`config.mk`:
```
export PLATFORM = sky130hd
export DESIGN_NAME = mono_bitmap_scaled_blitter
export DESIGN_NICKNAME = d
export VERILOG_FILES = /design/src/hdl/mbsb_pkg.sv /design/src/hdl/mbsb_cfg.sv /design/src/hdl/mbsb_fifo.sv /design/src/hdl/mbsb_expand.sv /design/src/hdl/mono_bitmap_scaled_blitter.sv
export SDC_FILE = /design/constraint.sdc
export NUM_CORES = 1
export LEC_CHECK = 0
export BUFFER_PORTS_ARGS = -buffer_cell sky130_fd_sc_hd__clkbuf_2
export CAP_MARGIN = 0
export CELL_PAD_IN_SITES_DETAIL_PLACEMENT = 0
export CELL_PAD_IN_SITES_GLOBAL_PLACEMENT = 1
export CORE_MARGIN = 5
export CORE_UTILIZATION = 50
export DETAILED_ROUTE_END_ITERATION = 12
export PLACE_DENSITY = 0.87
export RECOVER_POWER = 50
export SYNTH_ARGS = -nofsm -noshare
export SYNTH_HDL_FRONTEND = slang
export SYNTH_SLANG_ARGS = --single-unit
```
`constraint.sdc`:
```
create_clock -name clk -period 6 [get_ports clk]
set_clock_uncertainty 0.1 [all_clocks]
set_input_delay 0 -clock clk [delete_from_list [all_inputs] [get_ports clk]]
set_output_delay 0 -clock clk [all_outputs]
set_load 0.03 [all_outputs]
```
`src/hdl/mbsb_pkg.sv`:
```
// ----------------------------------------------------------------------------
// mbsb_pkg
// Shared types and constants for the scaled 1bpp bitmap expander.
// ----------------------------------------------------------------------------
package mbsb_pkg;

    localparam int BYTE_W      = 8;
    localparam int BIT_W       = 3;
    localparam int DIM_REG_W   = 11;
    localparam int SCALE_REG_W = 4;
    localparam int ORIGIN_W    = 12;
    localparam int COLOR_W     = 32;
    localparam int COORD_W     = 14;
    localparam int LEN_W       = 4;
    localparam int CFG_IDX_W   = 3;
    localparam int CFG_DATA_W  = 32;
    localparam int QUEUE_DEPTH = 4;

    localparam logic [BIT_W-1:0] FIRST_BIT = 3'd7;
    localparam logic [BIT_W-1:0] LAST_BIT  = 3'd0;

    localparam logic [DIM_REG_W-1:0]   RST_FRAME_WIDTH  = 11'd128;
    localparam logic [DIM_REG_W-1:0]   RST_FRAME_HEIGHT = 11'd96;
    localparam logic [SCALE_REG_W-1:0] RST_SCALE        = 4'd3;
    localparam logic [ORIGIN_W-1:0]    RST_ORIGIN_X     = 12'd20;
    localparam logic [ORIGIN_W-1:0]    RST_ORIGIN_Y     = 12'd40;
    localparam logic [COLOR_W-1:0]     RST_COLOR_SET    = 32'hFFFF_FFFF;
    localparam logic [COLOR_W-1:0]     RST_COLOR_CLEAR  = 32'hFF00_0000;

    typedef enum logic [CFG_IDX_W-1:0] {
        REG_FRAME_WIDTH  = 3'd0,
        REG_FRAME_HEIGHT = 3'd1,
        REG_SCALE_FACTOR = 3'd2,
        REG_ORIGIN_X     = 3'd3,
        REG_ORIGIN_Y     = 3'd4,
        REG_COLOR_SET    = 3'd5,
        REG_COLOR_CLEAR  = 3'd6
    } cfg_reg_t;

    typedef struct packed {
        logic [ORIGIN_W-1:0] origin_x;
        logic [ORIGIN_W-1:0] origin_y;
        logic [COLOR_W-1:0]  color_set;
        logic [COLOR_W-1:0]  color_clear;
    } cfg_static_t;

endpackage

```
`src/hdl/mbsb_cfg.sv`:
```
// ----------------------------------------------------------------------------
// mbsb_cfg
// Configuration registers with clamping of dimensions and scale.
// ----------------------------------------------------------------------------
module mbsb_cfg #(
    parameter int MAX_SCALE     = 8,
    parameter int MAX_DIMENSION = 1024
) (
    input  logic                                 clk,
    input  logic                                 rst_n,
    input  logic                                 cfg_write,
    input  logic [mbsb_pkg::CFG_IDX_W-1:0]       cfg_index,
    input  logic [mbsb_pkg::CFG_DATA_W-1:0]      cfg_data,
    output mbsb_pkg::cfg_static_t                cfg_static,
    output logic [$clog2(MAX_DIMENSION):0]       eff_w,
    output logic [$clog2(MAX_DIMENSION):0]       eff_h,
    output logic [$clog2(MAX_SCALE+1)-1:0]       eff_s
);
    import mbsb_pkg::*;

    localparam int DW = $clog2(MAX_DIMENSION) + 1;
    localparam int SW = $clog2(MAX_SCALE + 1);

    logic [DIM_REG_W-1:0]   frame_width_reg;
    logic [DIM_REG_W-1:0]   frame_height_reg;
    logic [SCALE_REG_W-1:0] scale_factor_reg;
    logic [ORIGIN_W-1:0]    origin_x_reg;
    logic [ORIGIN_W-1:0]    origin_y_reg;
    logic [COLOR_W-1:0]     color_set_reg;
    logic [COLOR_W-1:0]     color_clear_reg;

    always_ff @(posedge clk or negedge rst_n)
    begin
        if (!rst_n)
        begin
            frame_width_reg  <= RST_FRAME_WIDTH;
            frame_height_reg <= RST_FRAME_HEIGHT;
            scale_factor_reg <= RST_SCALE;
            origin_x_reg     <= RST_ORIGIN_X;
            origin_y_reg     <= RST_ORIGIN_Y;
            color_set_reg    <= RST_COLOR_SET;
            color_clear_reg  <= RST_COLOR_CLEAR;
        end
        else if (cfg_write)
        begin
            unique case (cfg_index)
                REG_FRAME_WIDTH:  frame_width_reg  <= cfg_data[DIM_REG_W-1:0];
                REG_FRAME_HEIGHT: frame_height_reg <= cfg_data[DIM_REG_W-1:0];
                REG_SCALE_FACTOR: scale_factor_reg <= cfg_data[SCALE_REG_W-1:0];
                REG_ORIGIN_X:     origin_x_reg     <= cfg_data[ORIGIN_W-1:0];
                REG_ORIGIN_Y:     origin_y_reg     <= cfg_data[ORIGIN_W-1:0];
                REG_COLOR_SET:    color_set_reg    <= cfg_data[COLOR_W-1:0];
                REG_COLOR_CLEAR:  color_clear_reg  <= cfg_data[COLOR_W-1:0];
                default:          ;
            endcase
        end
    end

    always_comb
    begin
        priority if (frame_width_reg == '0)
            eff_w = DW'(1);
        else if (32'(frame_width_reg) > MAX_DIMENSION)
            eff_w = DW'(MAX_DIMENSION);
        else
            eff_w = DW'(frame_width_reg);

        priority if (frame_height_reg == '0)
            eff_h = DW'(1);
        else if (32'(frame_height_reg) > MAX_DIMENSION)
            eff_h = DW'(MAX_DIMENSION);
        else
            eff_h = DW'(frame_height_reg);

        priority if (scale_factor_reg == '0)
            eff_s = SW'(1);
        else if (32'(scale_factor_reg) > MAX_SCALE)
            eff_s = SW'(MAX_SCALE);
        else
            eff_s = SW'(scale_factor_reg);
    end

    assign cfg_static.origin_x    = origin_x_reg;
    assign cfg_static.origin_y    = origin_y_reg;
    assign cfg_static.color_set   = color_set_reg;
    assign cfg_static.color_clear = color_clear_reg;

endmodule

```
`src/hdl/mbsb_fifo.sv`:
```
// ----------------------------------------------------------------------------
// mbsb_fifo
// Short byte queue between the input side and the run generator.
// ----------------------------------------------------------------------------
module mbsb_fifo (
    input  logic                          clk,
    input  logic                          rst_n,
    input  logic                          push_valid,
    output logic                          push_ready,
    input  logic [mbsb_pkg::BYTE_W-1:0]   push_data,
    output logic                          pop_valid,
    input  logic                          pop_ready,
    output logic [mbsb_pkg::BYTE_W-1:0]   pop_data
);
    import mbsb_pkg::*;

    localparam int AW = $clog2(QUEUE_DEPTH);

    logic [BYTE_W-1:0] slot_reg [QUEUE_DEPTH];
    logic [AW-1:0]     wr_ptr_reg, wr_ptr_next;
    logic [AW-1:0]     rd_ptr_reg, rd_ptr_next;
    logic [AW:0]       count_reg, count_next;
    logic              push, pop;

    assign push_ready = (count_reg != (AW+1)'(QUEUE_DEPTH));
    assign pop_valid  = (count_reg != '0);
    assign pop_data   = slot_reg[rd_ptr_reg];
    assign push       = push_valid && push_ready;
    assign pop        = pop_valid && pop_ready;

    always_comb
    begin
        wr_ptr_next = push ? wr_ptr_reg + AW'(1) : wr_ptr_reg;
        rd_ptr_next = pop  ? rd_ptr_reg + AW'(1) : rd_ptr_reg;
        count_next  = count_reg + (AW+1)'(push) - (AW+1)'(pop);
    end

    always_ff @(posedge clk or negedge rst_n)
    begin
        if (!rst_n)
        begin
            wr_ptr_reg <= '0;
            rd_ptr_reg <= '0;
            count_reg  <= '0;
        end
        else
        begin
            wr_ptr_reg <= wr_ptr_next;
            rd_ptr_reg <= rd_ptr_next;
            count_reg  <= count_next;
        end
    end

    always_ff @(posedge clk)
    begin
        if (push)
            slot_reg[wr_ptr_reg] <= push_data;
    end

endmodule

```
`src/hdl/mbsb_expand.sv`:
```
// ----------------------------------------------------------------------------
// mbsb_expand
// Run generator: walks bits 7..0 of a byte and the block rows of each pixel,
// one run per cycle unless run_ready stalls the output, tracks column/row position, output register.
// ----------------------------------------------------------------------------
module mbsb_expand #(
    parameter int MAX_SCALE     = 8,
    parameter int MAX_DIMENSION = 1024
) (
    input  logic                               clk,
    input  logic                               rst_n,
    input  mbsb_pkg::cfg_static_t              cfg_static,
    input  logic [$clog2(MAX_DIMENSION):0]     eff_w,
    input  logic [$clog2(MAX_DIMENSION):0]     eff_h,
    input  logic [$clog2(MAX_SCALE+1)-1:0]     eff_s,
    input  logic                               byte_valid,
    output logic                               byte_ready,
    input  logic [mbsb_pkg::BYTE_W-1:0]        byte_data,
    output logic                               run_valid,
    input  logic                               run_ready,
    output logic [mbsb_pkg::COORD_W-1:0]       run_x,
    output logic [mbsb_pkg::COORD_W-1:0]       run_y,
    output logic [mbsb_pkg::LEN_W-1:0]         run_length,
    output logic [mbsb_pkg::COLOR_W-1:0]       run_color,
    output logic                               byte_done,
    output logic                               frame_done
);
    import mbsb_pkg::*;

    localparam int CW = $clog2(MAX_DIMENSION);
    localparam int SW = $clog2(MAX_SCALE + 1);

    logic              active_reg, active_next;
    logic [BYTE_W-1:0] byte_reg, byte_next;
    logic [BIT_W-1:0]  bit_reg, bit_next;
    logic [SW-1:0]     r_reg, r_next;
    logic [CW-1:0]     col_reg, col_next;
    logic [CW-1:0]     row_reg, row_next;

    logic               out_valid_reg, out_valid_next;
    logic [COORD_W-1:0] x_reg, y_reg;
    logic [LEN_W-1:0]   len_reg;
    logic [COLOR_W-1:0] color_reg;
    logic               bdone_reg, fdone_reg;

    logic               emit, last_row, last_col, last_pix, byte_end, load;
    logic [SW:0]        r_inc;
    logic [CW:0]        col_inc, row_inc;
    logic [COORD_W-1:0] cur_x, cur_y;
    logic [COLOR_W-1:0] cur_color;

    always_comb
    begin
        emit     = active_reg && (!out_valid_reg || run_ready);
        r_inc    = {1'b0, r_reg} + (SW+1)'(1);
        col_inc  = {1'b0, col_reg} + (CW+1)'(1);
        row_inc  = {1'b0, row_reg} + (CW+1)'(1);
        last_row = (r_inc == {1'b0, eff_s});
        last_col = (col_inc >= eff_w);
        last_pix = last_col && (row_inc >= eff_h);
        byte_end = emit && last_row && (bit_reg == LAST_BIT);
        byte_ready = !active_reg || byte_end;
        load     = byte_valid && byte_ready;

        cur_x = COORD_W'(cfg_static.origin_x) + COORD_W'(col_reg) * COORD_W'(eff_s);
        cur_y = COORD_W'(cfg_static.origin_y) + COORD_W'(row_reg) * COORD_W'(eff_s)
              + COORD_W'(r_reg);
        cur_color = byte_reg[bit_reg] ? cfg_static.color_set : cfg_static.color_clear;

        active_next = active_reg;
        byte_next   = byte_reg;
        bit_next    = bit_reg;
        r_next      = r_reg;
        col_next    = col_reg;
        row_next    = row_reg;

        if (emit)
        begin
            if (!last_row)
                r_next = r_inc[SW-1:0];
            else
            begin
                r_next = '0;
                if (last_col)
                begin
                    col_next = '0;
                    row_next = (row_inc >= eff_h) ? '0 : row_inc[CW-1:0];
                end
                else
                    col_next = col_inc[CW-1:0];
                if (bit_reg == LAST_BIT)
                    active_next = 1'b0;
                else
                    bit_next = bit_reg - BIT_W'(1);
            end
        end

        if (load)
        begin
            active_next = 1'b1;
            byte_next   = byte_data;
            bit_next    = FIRST_BIT;
        end

        if (emit)
            out_valid_next = 1'b1;
        else if (run_ready)
            out_valid_next = 1'b0;
        else
            out_valid_next = out_valid_reg;
    end

    always_ff @(posedge clk or negedge rst_n)
    begin
        if (!rst_n)
        begin
            active_reg    <= 1'b0;
            bit_reg       <= FIRST_BIT;
            r_reg         <= '0;
            col_reg       <= '0;
            row_reg       <= '0;
            out_valid_reg <= 1'b0;
        end
        else
        begin
            active_reg    <= active_next;
            bit_reg       <= bit_next;
            r_reg         <= r_next;
            col_reg       <= col_next;
            row_reg       <= row_next;
            out_valid_reg <= out_valid_next;
        end
    end

    always_ff @(posedge clk)
    begin
        byte_reg <= byte_next;
        if (emit)
        begin
            x_reg     <= cur_x;
            y_reg     <= cur_y;
            len_reg   <= LEN_W'(eff_s);
            color_reg <= cur_color;
            bdone_reg <= last_row && (bit_reg == LAST_BIT);
            fdone_reg <= last_row && last_pix;
        end
    end

    assign run_valid  = out_valid_reg;
    assign run_x      = x_reg;
    assign run_y      = y_reg;
    assign run_length = len_reg;
    assign run_color  = color_reg;
    assign byte_done  = bdone_reg;
    assign frame_done = fdone_reg;

endmodule

```
`src/hdl/mono_bitmap_scaled_blitter.sv`:
```
// ----------------------------------------------------------------------------
// mono_bitmap_scaled_blitter
// Expands packed 1bpp frame bytes into scaled horizontal color runs.
//
//   channel  signals                              direction
//   frame    frame_valid/frame_ready, frame_byte  in
//   run      run_valid/run_ready, run_*, *_done   out
//   cfg      cfg_write, cfg_index, cfg_data       in (write only)
//
// One run per cycle from the run generator unless the run output is stalled: a byte gives 8*scale runs
// (24 at the reset scale), back to back across bytes.
// A 4-byte queue decouples input acceptance from run generation.
// Output register: a stalled run does not block the queue from filling.
// No clearing pass after reset; items accepted from the first cycle.
// ----------------------------------------------------------------------------
module mono_bitmap_scaled_blitter #(
    parameter int MAX_SCALE     = 8,
    parameter int MAX_DIMENSION = 1024
) (
    input  logic                              clk,
    input  logic                              rst_n,
    input  logic                              cfg_write,
    input  logic [mbsb_pkg::CFG_IDX_W-1:0]    cfg_index,
    input  logic [mbsb_pkg::CFG_DATA_W-1:0]   cfg_data,
    input  logic                              frame_valid,
    output logic                              frame_ready,
    input  logic [mbsb_pkg::BYTE_W-1:0]       frame_byte,
    output logic                              run_valid,
    input  logic                              run_ready,
    output logic [mbsb_pkg::COORD_W-1:0]      run_x,
    output logic [mbsb_pkg::COORD_W-1:0]      run_y,
    output logic [mbsb_pkg::LEN_W-1:0]        run_length,
    output logic [mbsb_pkg::COLOR_W-1:0]      run_color,
    output logic                              byte_done,
    output logic                              frame_done
);
    import mbsb_pkg::*;

    localparam int DW = $clog2(MAX_DIMENSION) + 1;
    localparam int SW = $clog2(MAX_SCALE + 1);

    cfg_static_t       cfg_static;
    logic [DW-1:0]     eff_w, eff_h;
    logic [SW-1:0]     eff_s;
    logic              q_valid, q_ready;
    logic [BYTE_W-1:0] q_data;

    mbsb_cfg #(
        .MAX_SCALE     (MAX_SCALE),
        .MAX_DIMENSION (MAX_DIMENSION)
    ) u_cfg (
        .clk        (clk),
        .rst_n      (rst_n),
        .cfg_write  (cfg_write),
        .cfg_index  (cfg_index),
        .cfg_data   (cfg_data),
        .cfg_static (cfg_static),
        .eff_w      (eff_w),
        .eff_h      (eff_h),
        .eff_s      (eff_s)
    );

    mbsb_fifo u_fifo (
        .clk        (clk),
        .rst_n      (rst_n),
        .push_valid (frame_valid),
        .push_ready (frame_ready),
        .push_data  (frame_byte),
        .pop_valid  (q_valid),
        .pop_ready  (q_ready),
        .pop_data   (q_data)
    );

    mbsb_expand #(
        .MAX_SCALE     (MAX_SCALE),
        .MAX_DIMENSION (MAX_DIMENSION)
    ) u_expand (
        .clk        (clk),
        .rst_n      (rst_n),
        .cfg_static (cfg_static),
        .eff_w      (eff_w),
        .eff_h      (eff_h),
        .eff_s      (eff_s),
        .byte_valid (q_valid),
        .byte_ready (q_ready),
        .byte_data  (q_data),
        .run_valid  (run_valid),
        .run_ready  (run_ready),
        .run_x      (run_x),
        .run_y      (run_y),
        .run_length (run_length),
        .run_color  (run_color),
        .byte_done  (byte_done),
        .frame_done (frame_done)
    );

endmodule

```
==> flow_summary.toml <==
[outcome]
status = "finished, violations left"
violations = "capacitance limit, slew limit"

[floorplanning]
ios = 116
rows = 61
die_w_um = 178
fp.dieArea_mm2 = 0.0318
fp.coreArea_mm2 = 0.0279
start_util_pct = 50.9
die_y_um = 178

[critical_path]
crit_fanout = 18
rrSetupSlack_ns = 0.91
arrival_ns = 5.37
crit_type = "flip-flop to flip-flop"
cp.required_ns = 6.28
cp-start-kind = "flip-flop"
crit_family = "adder cells"
cp-startpoint = "u_cfg.scale_factor_reg[3]$_DFFE_PN0P_"
cp_cell_sequence = "inv_1, nand2_1, inv_1, nand2_1, fa_1, fa_1, fa_1, inv_1, fa_1, a21o_1, a21oi_1, o21ai_0, or4_1, a2111o_1, o211ai_1"
reg2reg_from = "u_cfg.scale_factor_reg[3]$_DFFE_PN0P_"
worstPathBufferInverterCount = 3
crit_top_cell = "fa_1"
endpoint_kind = "flip-flop"
critPathMaxStageDelay_ns = 0.54
cp_slowest_cell = "fa_1"

[logic_synthesis]
yosysWarningCount = 0
synthArstFlopShare_pct = 58.6
synthXorXnorAreaFrac_pct = 2.35
synth_cell_types = 63
synth_edf_count = 106
syn_nets = 1336
synth-compound-area-share_pct = 5.55
syn_avg_cell_area_um2 = 12.3
syn-cell-area_mm2 = 0.0142
yosys-mux-area-fraction_pct = 13.0
synth_simple_gate_area_share_pct = 10.1
synthFlopType = "edfxtp_1"
synth-adder-area-share_pct = 15.1
ys_seq_area_share_pct = 49.4
synth_cells = 1152
synth_top_family_by_area = "adder cells"
synth_seq_cells = 256

[sta]
fmax_mhz = 196
worst_pin_slew_ns = 2.50
finalSetupViolCount = 0
tns_ns = 0
hold-worst-slack_ns = 0.117
fin_crit_sh_pct = 84.9
maxSlewHeadroom_pct = -66.9
timing.final.hold_violations = 0
rsz0062_at_grt = "false"
fin_crit_ns = 5.09
drv_slew = 181

[clock_tree]
cts.sinks = 256
clockBufferDepth = 3
cts_tree = "built"
cts.clk_slew.worst_paths_ns = 0.06
clk_latency_ns = 0.57
h-tree-depth = 1
cts_buffers = 28
cts_root_buf = "clkbuf_16"

[placed_design]
dp.final_hpwl_um = 20200
gp_congestion = 0.826
portBuffers = 115

[detailed_routing]
routed_wirelength_um = 29800
drt_first_pass_iters = 4
drc = 0
viasPerCell = 5.24
post_drt_wl_per_cell_um = 17.3
ant_nets = 0
via_count = 9027
drtIter0Drc = 596

[power]
powerDensity_mw_per_mm2 = 417
vdd_drop_max_mv = 0.295
power.leakage_nw = 7.20
p_total_w = 0.00692

[final_layout]
areaGrowthSynthToFinish_pct = 17.1
most-common-layout-cells = "141 x mux2_2, 125 x inv_1, 106 x edfxtp_1, 98 x dfrtp_1, 87 x nand2_1"
fillers = 2255
nNetsFinal = 1507
diodes = 0
drive_gt1_share_pct = 22.8
layout_commonest_cell = "mux2_2"

[grt]
grt_pass1_wl_um = 49100
grt_pass1_vias = 9380
overflow = 0
antenna_found_initial = 0
grtUsageTotal_pct = 19.3
grt_max_degree = 75

[hold_path]
min_path_type = "primary input to flip-flop"
min_from = "frame_byte[6]"

[flow_run]
drv_cap = 4
[Yosys cell counts (3+ instances only)]
library cell	n	area share, %
o21bai_1	4	0.21
nand4b_1	3	0.19
xnor2_1	24	1.5
o21a_1	4	0.21
mux4_2	10	1.6
edfxtp_1	106	22
nand2_1	87	2.3
dfrtp_1	98	17
a211oi_1	11	0.58
a21o_1	4	0.21
and2_1	43	1.9
a2111oi_0	3	0.19
nor4_1	5	0.22
nand4_1	9	0.40
a21oi_1	20	0.71
dfstp_2	52	9.6
nor2_1	44	1.2
o22ai_1	3	0.13
mux2i_1	3	0.21
o21ai_0	33	1.2
o211ai_1	3	0.16
nor3_1	12	0.42
nand2b_1	12	0.53
ha_1	78	6.9
inv_1	126	3.3
nor2b_1	3	0.13
and3_1	28	1.2
o21ai_1	11	0.39
xor2_1	14	0.87
clkbuf_1	25	0.66
nand3_1	24	0.85
mux2_2	141	11
a31oi_1	4	0.18
or4_1	5	0.26
fa_1	58	8.2
buf_2	7	0.25
[stage by stage]
step | area [um^2] | setup slack, ns | std cells | util [%]
after CTS | 16700 | 0.878 | 1723 | 60.1
after detailed placement | 15100 | 0.887 | 1617 | 54.4
after floorplan | 14200 | 1.11 | 1152 | -
final | 16600 | 0.908 | 1723 | 59.6
after global placement | 15100 | 1.03 | 1617 | 54.4
after global routing | 16600 | 0.609 | 1723 | 59.6
[routing by layer]
layer / global-route usage (%) / up-vias / routed length [um]
met1: 27.1 / 4435 / 13500
met2: 32.2 / 195 / 14100
met3: 3.18 / 49 / 1500
met5: 0 / - / 0
met4: 3.87 / 0 / 612
li1: - / 4348 / -
[layout make-up]
type	instances	area, um^2	share of cell area [%]
timing repair buffer	178	1070	6.43
tap	378	473	2.85
inverter	126	473	2.85
multi-input combinational	733	6540	39.4
sequential	256	7000	42.2
clock inverter	16	224	1.35
clock buffer	36	815	4.91
[worst paths after layout]
| path | cells after the start | end |
|---|---|---|
| max in group asynchronous | 3 | u_expand.col_reg[2]$_DFFE_PN0P_ |
| worst max-delay path | 15 | u_expand.run_y[12]$_DFFE_PP_ |
| worst min-delay path | 2 | u_fifo.slot_reg[0][6]$_DFFE_PP_ |
| worst min register to register | 1 | u_cfg.color_clear_reg[4]$_DFFE_PN0P_ |
| worst max register to register | 15 | u_expand.run_y[12]$_DFFE_PP_ |
| min in group asynchronous | 2 | u_cfg.color_set_reg[7]$_DFFE_PN1P_ |
[what timing repair did]
action	4_1_cts	5_1_grt
buffers inserted	0	0
gates resized for setup	0	0
endpoints found under the hold margin	261	0
endpoints found under the setup margin	0	0
hold buffers	54	0
[power by group]
group | switching (W) | total [W] | internal, W
Clock | 0.000727 | 0.00187 | 0.00114
Combinational | 0.00140 | 0.00234 | 0.000944
Sequential | 0.000279 | 0.00271 | 0.00243
[cells by family after synthesis]
family,after synthesis
compound gates,121
xor+xnor,38
fa+ha+maj,136
buf+inv,163
flops,256
mux,154
simple gates,284
(Power assumes the default switching activity.)
